<file path="src/hw/rtl/bfop_pkg.sv">
// ----------------------------------------------------------------------------
// bfop_pkg: shared types and constants for the bounded FIFO unit
// Operation, status and mode codes, widths and the pointer step function.
// ----------------------------------------------------------------------------
`default_nettype none

package bfop_pkg;

	localparam int DEPTH      = 16;
	localparam int DATA_WIDTH = 32;
	localparam int PTR_W      = $clog2(DEPTH);
	localparam int CNT_W      = $clog2(DEPTH + 1);

	localparam int LIMIT_W    = 5;
	localparam int MODE_W     = 2;
	localparam int CFG_DATA_W = 5;
	localparam int CFG_IDX_W  = 1;

	localparam int OP_W       = 2;
	localparam int STATUS_W   = 3;

	localparam int IN_BITS    = OP_W + DATA_WIDTH;
	localparam int IN_TDATA_W = ((IN_BITS + 7) / 8) * 8;
	localparam int OUT_BITS   = STATUS_W + DATA_WIDTH + CNT_W + 1;
	localparam int OUT_TDATA_W = ((OUT_BITS + 7) / 8) * 8;

	localparam logic [LIMIT_W-1:0] LIMIT_RESET = LIMIT_W'(16);

	typedef enum logic [OP_W-1:0] {
		OP_PUSH  = 2'd0,
		OP_POP   = 2'd1,
		OP_CLOSE = 2'd2
	} op_t;

	typedef enum logic [STATUS_W-1:0] {
		ST_APPENDED = 3'd0,
		ST_REPLACED = 3'd1,
		ST_DROPPED  = 3'd2,
		ST_REJECTED = 3'd3,
		ST_IGNORED  = 3'd4,
		ST_POPPED   = 3'd5,
		ST_EMPTY    = 3'd6
	} status_t;

	typedef enum logic [MODE_W-1:0] {
		MODE_DROP_OLDEST = 2'd0,
		MODE_DROP_NEWEST = 2'd1,
		MODE_REJECT      = 2'd2
	} mode_t;

	typedef enum logic [CFG_IDX_W-1:0] {
		REG_QUEUE_LIMIT   = 1'd0,
		REG_OVERFLOW_MODE = 1'd1
	} reg_idx_t;

	// ring pointer step with wrap at DEPTH
	function automatic logic [PTR_W-1:0] next_idx(input logic [PTR_W-1:0] i);
		logic [PTR_W-1:0] r;
		if (i == PTR_W'(DEPTH - 1)) begin
			r = '0;
		end else begin
			r = i + PTR_W'(1);
		end
		return r;
	endfunction

endpackage

`default_nettype wire

</file>
<file path="src/hw/rtl/bounded_fifo_overflow_policy_unit.sv">
// ----------------------------------------------------------------------------
// bounded_fifo_overflow_policy_unit: bounded FIFO with overflow policy
// Push / pop / close queue of data words; full pushes follow the overflow mode.
// ----------------------------------------------------------------------------
//
//  Channel   Dir  Handshake         Contents
//  s_*       in   tvalid / tready   operation, push_data
//  m_*       out  tvalid / tready   status, pop_data, occupancy, closed
//  cfg_*     in   cfg_we only       queue_limit (idx 0), overflow_mode (idx 1)
//
//  One item per cycle unless the output stalls; each result appears in
//  the cycle after its item is taken. The rate is set by the read-modify
//  of the pointer and count registers against the store's one write and
//  one read port. The result register doubles as output stage: s_tready
//  drops only while a result is held and m_tready is low. Reset clears
//  pointers, count, closed flag and registers; the word store is not cleared.
//
`default_nettype none

module bounded_fifo_overflow_policy_unit (
	input  wire logic                                    clk,
	input  wire logic                                    arst_n,
	// slave side
	input  wire logic                                    s_tvalid,
	output      logic                                    s_tready,
	// [1:0] operation, [33:2] push_data, rest zero
	input  wire logic [bfop_pkg::IN_TDATA_W-1:0]         s_tdata,
	// master side
	output      logic                                    m_tvalid,
	input  wire logic                                    m_tready,
	// [2:0] status, [34:3] pop_data, [39:35] occupancy, [40] closed, rest zero
	output      logic [bfop_pkg::OUT_TDATA_W-1:0]        m_tdata,
	// configuration write port
	input  wire logic                                    cfg_we,
	input  wire logic [bfop_pkg::CFG_IDX_W-1:0]          cfg_idx,
	input  wire logic [bfop_pkg::CFG_DATA_W-1:0]         cfg_wdata
);

	// word store: one write (tail) and one registered read (head) per cycle
	logic [bfop_pkg::DATA_WIDTH-1:0] store_mem [bfop_pkg::DEPTH];

	// control state
	logic [bfop_pkg::PTR_W-1:0]   head_q, tail_q;
	logic [bfop_pkg::CNT_W-1:0]   count_q;
	logic                         closed_q;
	logic [bfop_pkg::LIMIT_W-1:0] limit_q;
	bfop_pkg::mode_t              mode_q;

	// result stage
	logic                              valid_s1;
	bfop_pkg::status_t                 status_s1;
	logic                              popped_s1;
	logic [bfop_pkg::CNT_W-1:0]        occ_s1;
	logic                              closed_s1;
	logic [bfop_pkg::DATA_WIDTH-1:0]   rdata_s1;

	// decode
	logic                              accept;
	bfop_pkg::op_t                     op;
	logic [bfop_pkg::DATA_WIDTH-1:0]   word;
	logic [bfop_pkg::CNT_W-1:0]        lim_eff;
	logic                              full;
	logic                              do_append, do_remove, do_close;
	bfop_pkg::status_t                 status_d;
	logic [bfop_pkg::CNT_W-1:0]        count_d;

	assign s_tready = !valid_s1 || m_tready;
	assign accept   = s_tvalid && s_tready;
	assign op       = bfop_pkg::op_t'(s_tdata[bfop_pkg::OP_W-1:0]);
	assign word     = s_tdata[bfop_pkg::OP_W +: bfop_pkg::DATA_WIDTH];

	// usable capacity: zero acts as one, anything past the store is clamped
	always_comb begin
		if (limit_q == '0) begin
			lim_eff = bfop_pkg::CNT_W'(1);
		end else if ({1'b0, limit_q} > (bfop_pkg::LIMIT_W + 1)'(bfop_pkg::DEPTH)) begin
			lim_eff = bfop_pkg::CNT_W'(bfop_pkg::DEPTH);
		end else begin
			lim_eff = bfop_pkg::CNT_W'(limit_q);
		end
	end

	// a lowered limit below the occupancy still counts as full
	assign full = ({1'b0, count_q} >= {1'b0, lim_eff});

	always_comb begin
		do_append = 1'b0;
		do_remove = 1'b0;
		do_close  = 1'b0;
		status_d  = bfop_pkg::ST_IGNORED;
		unique case (op)
			bfop_pkg::OP_PUSH: begin
				if (closed_q) begin
					status_d = bfop_pkg::ST_IGNORED;
				end else if (full) begin
					unique case (mode_q)
						bfop_pkg::MODE_DROP_OLDEST: begin
							// evict head and append: count unchanged
							do_remove = 1'b1;
							do_append = 1'b1;
							status_d  = bfop_pkg::ST_REPLACED;
						end
						bfop_pkg::MODE_DROP_NEWEST: status_d = bfop_pkg::ST_DROPPED;
						default:                    status_d = bfop_pkg::ST_REJECTED;
					endcase
				end else begin
					do_append = 1'b1;
					status_d  = bfop_pkg::ST_APPENDED;
				end
			end
			bfop_pkg::OP_POP: begin
				if (count_q == '0) begin
					status_d = bfop_pkg::ST_EMPTY;
				end else begin
					do_remove = 1'b1;
					status_d  = bfop_pkg::ST_POPPED;
				end
			end
			bfop_pkg::OP_CLOSE: begin
				do_close = 1'b1;
				status_d = bfop_pkg::ST_IGNORED;
			end
			default: status_d = bfop_pkg::ST_IGNORED;   // unused code: no effect
		endcase
	end

	always_comb begin
		count_d = count_q;
		if (do_append && !do_remove) begin
			count_d = count_q + bfop_pkg::CNT_W'(1);
		end else if (do_remove && !do_append) begin
			count_d = count_q - bfop_pkg::CNT_W'(1);
		end
	end

	// configuration registers
	always_ff @(posedge clk or negedge arst_n) begin
		if (!arst_n) begin
			limit_q <= bfop_pkg::LIMIT_RESET;
			mode_q  <= bfop_pkg::MODE_DROP_OLDEST;
		end else if (cfg_we) begin
			unique case (bfop_pkg::reg_idx_t'(cfg_idx))
				bfop_pkg::REG_QUEUE_LIMIT: begin
					limit_q <= cfg_wdata[bfop_pkg::LIMIT_W-1:0];
				end
				bfop_pkg::REG_OVERFLOW_MODE: begin
					mode_q <= bfop_pkg::mode_t'(cfg_wdata[bfop_pkg::MODE_W-1:0]);
				end
				default: ;
			endcase
		end
	end

	// pointers, count and closed flag
	always_ff @(posedge clk or negedge arst_n) begin
		if (!arst_n) begin
			head_q   <= '0;
			tail_q   <= '0;
			count_q  <= '0;
			closed_q <= 1'b0;
		end else if (accept) begin
			if (do_remove) begin
				head_q <= bfop_pkg::next_idx(head_q);
			end
			if (do_append) begin
				tail_q <= bfop_pkg::next_idx(tail_q);
			end
			if (do_close) begin
				closed_q <= 1'b1;
			end
			count_q <= count_d;
		end
	end

	// store write and registered head read; a word pushed by the previous item
	// is already in the array when the next item reads it
	always_ff @(posedge clk) begin
		if (accept && do_append) begin
			store_mem[tail_q] <= word;
		end
		if (accept) begin
			rdata_s1 <= store_mem[head_q];
		end
	end

	// result stage
	always_ff @(posedge clk or negedge arst_n) begin
		if (!arst_n) begin
			valid_s1 <= 1'b0;
		end else if (s_tready) begin
			valid_s1 <= s_tvalid;
		end
	end

	always_ff @(posedge clk) begin
		if (accept) begin
			status_s1 <= status_d;
			popped_s1 <= (op == bfop_pkg::OP_POP) && do_remove;
			occ_s1    <= count_d;
			closed_s1 <= closed_q || do_close;
		end
	end

	assign m_tvalid = valid_s1;

	always_comb begin
		m_tdata = '0;
		m_tdata[bfop_pkg::STATUS_W-1:0] = status_s1;
		m_tdata[bfop_pkg::STATUS_W +: bfop_pkg::DATA_WIDTH] =
			popped_s1 ? rdata_s1 : '0;
		m_tdata[bfop_pkg::STATUS_W + bfop_pkg::DATA_WIDTH +: bfop_pkg::CNT_W] = occ_s1;
		m_tdata[bfop_pkg::OUT_BITS-1] = closed_s1;
	end

endmodule

`default_nettype wire

</file>
<file path="config.mk">
export PLATFORM = sky130hd
export DESIGN_NAME = bounded_fifo_overflow_policy_unit
export DESIGN_NICKNAME = d
export VERILOG_FILES = /design/src/hw/rtl/bfop_pkg.sv /design/src/hw/rtl/bounded_fifo_overflow_policy_unit.sv
export SDC_FILE = /design/constraint.sdc
export NUM_CORES = 1
export LEC_CHECK = 0
export ABC_AREA = 1
export BUFFER_PORTS_ARGS = -buffer_cell sky130_fd_sc_hd__buf_2
export CORE_UTILIZATION = 45
export DETAILED_ROUTE_END_ITERATION = 12
export SKIP_CTS_REPAIR_TIMING = 1
export SYNTH_ARGS = -nofsm -noshare
export SYNTH_HDL_FRONTEND = slang
export SYNTH_SLANG_ARGS = --single-unit
export TNS_END_PERCENT = 100
</file>
<file path="constraint.sdc">
create_clock -name clk -period 10.75 [get_ports clk]
set_input_delay 2.15 -clock clk [delete_from_list [all_inputs] [get_ports clk]]
set_output_delay 2.15 -clock clk [all_outputs]
set_load 0.01 [all_outputs]
</file>
==> results of run 1 <==
[cell type report]
type                            count  share of cell area
Sequential cell                   576               0.666
Clock buffer                       80              0.0610
Antenna cell                        1           0.0000969
Inverter                           61             0.00916
Multi-Input combinational cell   1008               0.194
Clock inverter                     31              0.0118
Timing Repair Buffer              117              0.0256
Tap cell                          672              0.0326
[cells in the final DEF, fill, tap and decap left out, types with 52 or more instances in the layout]
cell type / netlist / final
edfxtp_1: 554 / 554
nand3_1: 74 / 74
o21ai_1: 91 / 91
clkbuf_16: 0 / 59
a21oi_1: 85 / 85
nor2_1: 153 / 137
o21ai_0: 104 / 104
buf_2: 45 / 87
nand2_1: 331 / 331
inv_1: 53 / 52
[stage by stage]
step	instance area [µm²]	hold WS [ns]	total power, mW
after floorplan	22800	0.467	3.84
after global placement	23900	0.496	4.31
after detailed placement	23900	0.504	4.34
after CTS	25800	0.519	6.33
after global routing	25800	0.536	6.60
final	25800	0.513	6.27
[per-layer routing]
layer,part of all wire,track usage
met5,0,0
met4,0.018,0.0574
met3,0.059,0.0308
met2,0.48,0.347
met1,0.44,0.289
[worst max path at each step]
| stage | start | endpoint | slack (ns) | cells past startpoint |
|---|---|---|---|---|
| CTS | m_tready | s_tready | 6.10 | 4 |
| finish | m_tready | s_tready | 6.10 | 4 |
| detailed placement | m_tready | store_mem[6][11] | 6.03 | 8 |
| global placement | m_tready | store_mem[1][11] | 6.08 | 8 |
| floorplan | m_tready | store_mem[11][0] | 6.04 | 6 |
| global route | m_tready | s_tready | 6.06 | 4 |
[cells in the mapped netlist (all sizes together) (2+ instances only)]
master,n
o221a,6
ha,12
edfxtp,554
buf,68
o221ai,16
clkbuf,40
o21ai,195
nand4,16
nand3,74
o22ai,43
mux2,2
inv,61
nand2,345
a21oi,87
a211oi,36
xor2,8
dfrtp,21
nor2,157
[power breakdown]
group,internal (mW),total (mW),switching [mW]
clock,1.15,2.00,0.849
sequential,2.59,2.66,0.0710
combinational,0.481,1.62,1.14
[state kept, by name, indices dropped and copies added (netlist names)]
signal / flops
popped_s1: 1
closed_s1: 1
limit_q: 5
head_q: 4
rdata_s1: 32
tail_q: 4
status_s1: 3
mode_q: 2
store_mem: 512
closed_q: 1
m_tvalid: 1
occ_s1: 5
count_q: 5
[cell families (layout without fill, tap and decap cells)]
family	after synthesis	count (layout)	share of synthesized area
buffers and inverters	169	289	0.0329
multiplexers	2	2	0.000987
XOR/XNOR	9	9	0.00346
other	1	8	0.000164
adder cells (fa/ha/maj)	12	12	0.00658
AND/OR/NAND/NOR	594	594	0.107
AO/OA/AOI/OAI	384	384	0.0956
flip-flops	576	576	0.754
[tightest hold or removal path, stage by stage, from the launching register on]
cell	delay, ns
dfrtp_1	0.36
nand2_1	0.05
o21ai_0	0.06
==> key figures, run 1 <==
Floorplanning
  • Io pins: 101
  • Die area: 0.0516 mm²
  • Initial Util: 0.456
  • Die X: 227 µm
  • Die Y: 227 µm
  • Site Rows: 82
  • Area of the core: 0.0501 mm²

Global route
  • Initial antenna violation count: 1
  • Largest net degree at the start of global routing: 110
  • Vias in the first global route: 13300
  • Remaining global-route overflow: 0
  • Gr usage total: 0.209
  • First-pass GRT wire length: 80.4 mm

Setup path
  • Critical Path, Cell by Cell: buf_2 -> inv_1 -> nand2_1 -> buf_2
  • Most used cell along the critical path: buf_2
  • Worst Path Max Fanout: 3
  • Flop-to-flop setup slack: 6.77 ns
  • CP Launch Type: input pin
  • Crit. End Element: output port
  • CP Data Arrival Time: 2.50 ns
  • Crit path required time: 8.60 ns
  • Slowest CP cell: buf_2
  • Crit Reg-Reg Endpoint: store_mem[1][5]
  • FF-to-FF path depth: 14
  • Reg-to-reg startpoint: limit_q[0]
  • Crit path kind: in2out
  • Critical Path Max Stage Delay: 0.15 ns
  • Crit-path leading delay family: buffers and inverters
  • Worst Path Buf+Inv: 3

Yosys
  • Top post-synthesis cells by area: edfxtp_1 73%, nand2_1 5.4%, nor2_1 2.5%
  • Syn Inst Count: 1747
  • FFs w/ async S/R, synth: 0.0382
  • Synth cell types: 36
  • Register bit count reported by yosys: 576
  • Mapped cell area: 0.0228 mm²
  • Ys Warns: 0
  • Synth top area share: 0.729
  • Primary FF master, synth: edfxtp_1
  • Sequential-to-total area share from yosys stat: 0.754
  • Number of enable flip-flop cells after synthesis: 554
  • Synth Area per Inst: 13.1 µm²
  • Post-synth top area cell: edfxtp_1

Placement
  • Placed Cells: 2434
  • Gpl congestion: 0.815
  • Port Buffer Count: 87
  • Final HPWL DP: 26.9 mm
  • Pre-CTS setup slack: 6.03 ns

STA
  • Crit share post-route: 0.432
  • Fin. Hold Viols: 0
  • Maximum clock rate: 215 MHz
  • Slew Viols, Final: 0
  • Final critical-path required period: 4.65 ns
  • Slew headroom: 0.158
  • RSZ-0062 raised after global routing: no
  • Setup TNS: 0 ns
  • Fin worst setup slack: 6.10 ns
  • Skew final: 0.0210 ns
  • Setup violators final: 0
  • Slew of the pin with the lowest slew margin: 1.26 ns

Power
  • Worst vdd ir: 0.142 mV
  • Leak pwr: 8.99 nW
  • PD cells: 243 mW/mm²

Final layout
  • P&R area growth vs syn: 13.2%
  • Post-route insts no fill: 2546
  • Proportion of layout cells with a drive suffix above 1: 0.132
  • FILL cells: 4305
  • Core Util, Final: 0.516
  • Reg area: 0.0172 mm²
  • Final net count: 1886
  • Area of the multi-input gates: 0.00501 mm²

Clocking
  • H-tree levels: 2
  • Clock sink count: 576
  • Latest clock arrival within the worst-skew pair: 0.63 ns
  • Reg clk slew, reported paths: 0.06 ns
  • Clk buf depth: 3
  • CTS tree: done
  • Cts bufs inserted: 59
  • CTS Root Cell: clkbuf_16

Worst hold path
  • Hold_sp: mode_q[1]
  • Hold path endpoint: mode_q[1]
  • Hold Crit Class: reg2reg
  • Worst Hold Depth: 2

Route
  • Avg WL per Cell: 20.9 µm
  • Final WL: 53.2 mm
  • Remaining DRCs: 0
  • Vias/cell: 5.40
  • DRT Pass-1 Iters: 5
  • Iteration-0 DRC Markers: 1265
  • Vias: 13800
  • Detail Route Antenna Nets: 0

Run
  • MaxCap Viol Count: 0

Status
  • Outcome: finished, final reports clean
Power figures use the tool's default switching activity.
==> run 2, diff against run 1 <==
==> constraint.sdc (replaced) <==
create_clock -name clk -period 4.4 [get_ports clk]
set_input_delay 0.88 -clock clk [delete_from_list [all_inputs] [get_ports clk]]
set_output_delay 0.88 -clock clk [all_outputs]
set_load 0.01 [all_outputs]
==> key figures, run 2 (synthesized netlist as in run 1, its figures left out) <==
Setup path
  • Crit. End Element: flip-flop (was output port)
  • CP Data Arrival Time: 3.90 ns (was 2.50 ns)
  • Critical Path Max Stage Delay: 0.54 ns (was 0.15 ns)
  • Most used cell along the critical path: nand2_1 (was buf_2)
  • Reg-to-reg startpoint: limit_q[0] (unchanged)
  • Slowest CP cell: or4_1 (was buf_2)
  • Critical Path, Cell by Cell: or4_1 -> nand2_1 -> nand2_1 -> ha_1 -> nand2_1 -> nand2_1 -> nand2_1 -> nand3_1 -> nand2_1 -> nand2_1 -> nor2_4 -> nand2_1 -> nor2_4 -> buf_4 (was buf_2 -> inv_1 -> nand2_1 -> buf_2)
  • FF-to-FF path depth: 14 (unchanged)
  • Crit-path leading delay family: simple AND/OR/NAND/NOR gates (was buffers and inverters)
  • CP Launch Type: flip-flop (was input pin)
  • Crit Reg-Reg Endpoint: store_mem[15][7] (was store_mem[1][5])
  • Worst Path Max Fanout: 32 (was 3)
  • Crit path required time: 4.63 ns (was 8.60 ns)
  • Worst path depth: 14 (was 4)
  • Worst Path Buf+Inv: 1 (was 3)
  • Flop-to-flop setup slack: 0.73 ns (was 6.77 ns)
  • Crit path from: limit_q[0] (was m_tready)
  • CP Capture Point: store_mem[15][7] (was s_tready)
  • Crit path kind: reg2reg (was in2out)

Floorplanning
  • Io pins: 101 (unchanged)
  • Area of the core: 0.0501 mm² (unchanged)
  • Die area: 0.0516 mm² (unchanged)
  • Die X: 227 µm (unchanged)
  • Site Rows: 82 (unchanged)
  • Initial Util: 0.456 (unchanged)
  • Die Y: 227 µm (unchanged)

Route
  • Remaining DRCs: 0 (unchanged)
  • Vias/cell: 5.48 (was 5.40)
  • Vias: 14000 (was 13800)
  • Avg WL per Cell: 21.5 µm (was 20.9 µm)
  • Iteration-0 DRC Markers: 1348 (was 1265)
  • Final WL: 55.0 mm (was 53.2 mm)
  • DRT Pass-1 Iters: 5 (unchanged)
  • Detail Route Antenna Nets: 0 (unchanged)

Final layout
  • Final net count: 1896 (was 1886)
  • Proportion of layout cells with a drive suffix above 1: 0.137 (was 0.132)
  • Max reg flops: 512 (unchanged)
  • Most common cell after layout, fill and taps aside: edfxtp_1 (unchanged)
  • Biggest register: store_mem (unchanged)
  • Post-route insts no fill: 2555 (was 2546)
  • Biggest regs: store_mem x512, rdata_s1 x32 (unchanged)
  • Core Util, Final: 0.520 (was 0.516)
  • P&R area growth vs syn: 14.2% (was 13.2%)
  • Most frequent cells in the layout: 554 x edfxtp_1, 331 x nand2_1, 137 x nor2_1, 104 x o21ai_0, 91 x o21ai_1 (unchanged)

STA
  • Crit share post-route: 0.833
  • Skew final: 0.0173 ns (was 0.0210 ns)
  • Final critical-path required period: 3.67 ns
  • Setup TNS: 0 ns (unchanged)
  • RSZ-0062 raised after global routing: no (unchanged)
  • Maximum clock rate: 273 MHz
  • Fin. Hold Viols: 0 (unchanged)
  • Slew Viols, Final: 0 (unchanged)
  • Slew of the pin with the lowest slew margin: 1.01 ns (was 1.26 ns)
  • Setup violators final: 0 (unchanged)
  • Slew headroom: 0.323 (was 0.158)

Worst hold path
  • Hold Crit Class: in2async (was reg2reg)

Global route
  • Remaining global-route overflow: 0 (unchanged)
  • Vias in the first global route: 13400 (was 13300)
  • First-pass GRT wire length: 82.5 mm (was 80.4 mm)
  • Initial antenna violation count: 2 (was 1)
  • Gr usage total: 0.216 (was 0.209)
  • Largest net degree at the start of global routing: 81 (was 110)

Clocking
  • H-tree levels: 2 (unchanged)
  • Clock sink count: 576 (unchanged)
  • Cts bufs inserted: 58 (was 59)
  • Clk buf depth: 3 (unchanged)
  • Reg clk slew, reported paths: 0.06 ns (about the same)
  • Latest clock arrival within the worst-skew pair: 0.61 ns (was 0.63 ns)
  • CTS Root Cell: clkbuf_16 (unchanged)
  • CTS tree: done (unchanged)

Power
  • Pint: 10.3 mW (was 4.22 mW)
  • PD cells: 590 mW/mm² (was 243 mW/mm²)
  • Logic pwr share: 0.261 (was 0.258)
  • Psw: 5.03 mW (was 2.06 mW)
  • Part of the power in the clock network: 0.311 (was 0.318)
  • Worst vdd ir: 0.336 mV (was 0.142 mV)
  • Sequential power share: 0.428 (was 0.424)
  • Leak pwr: 9.08 nW (was 8.99 nW)
  • Switching share of total power: 0.328 (about the same)

Status
  • Outcome: finished, final reports clean (unchanged)

Placement
  • Gpl congestion: 0.846 (was 0.815)
  • Final HPWL DP: 29.2 mm (was 26.9 mm)
  • Placed Cells: 2445 (was 2434)
  • Port Buffer Count: 87 (unchanged)

Run
  • MaxCap Viol Count: 0 (unchanged)
-- run 2: how the worst min path moves through the flow --
stage / startpoint / slack (ns) / depth (start not counted) / endpoint
global route: arst_n / 0.27 / 1 / count_q[4]
CTS: arst_n / 0.25 / 1 / count_q[4]
global placement: limit_q[0] / 0.49 / 2 / limit_q[0]
finish: arst_n / 0.25 / 1 / count_q[2]
floorplan: mode_q[1] / 0.47 / 2 / mode_q[1]
detailed placement: limit_q[1] / 0.49 / 2 / limit_q[1]
-- run 2: cell type report --
cell class                 instances  area, µm²
sequential                       576      17200
inverter                          61        236
clock inverter                    34        292
multi-input combinational       1008       5010
antenna                            1       2.50
fill                            4336      24000
clock buffer                      75       1560
tap                              672        841
timing repair buffer             128        906
-- run 2: power by group through the flow --
stage	clock network (mW)	registers, mW	logic [mW]
floorplan	0	6.51	2.87
global placement	0	6.69	3.96
detailed placement	0	6.69	4.03
CTS	4.88	6.58	4.05
global route	5.07	6.61	4.51
finish	4.78	6.57	4.01
-- run 2: layer usage --
| layer | up-vias | part of all wire | track usage |
|---|---|---|---|
| li1 | 6518 | - | - |
| met1 | 6991 | 0.44 | 0.304 |
| met2 | 396 | 0.47 | 0.346 |
| met3 | 88 | 0.061 | 0.0341 |
| met4 | 2 | 0.021 | 0.0656 |
| met5 | - | 0.00015 | 0 |
-- run 2: through the flow --
| stage | hold WS [ns] | instance area [µm²] | power (mW) | setup WS [ns] |
|---|---|---|---|---|
| global route | 0.269 | 26000 | 16.2 | 0.507 |
| CTS | 0.248 | 26000 | 15.5 | 0.752 |
| global placement | 0.493 | 24200 | 10.7 | 0.879 |
| floorplan | 0.467 | 22800 | 9.38 | 0.451 |
| detailed placement | 0.494 | 24200 | 10.7 | 0.796 |
| finish | 0.249 | 26000 | 15.4 | 0.735 |
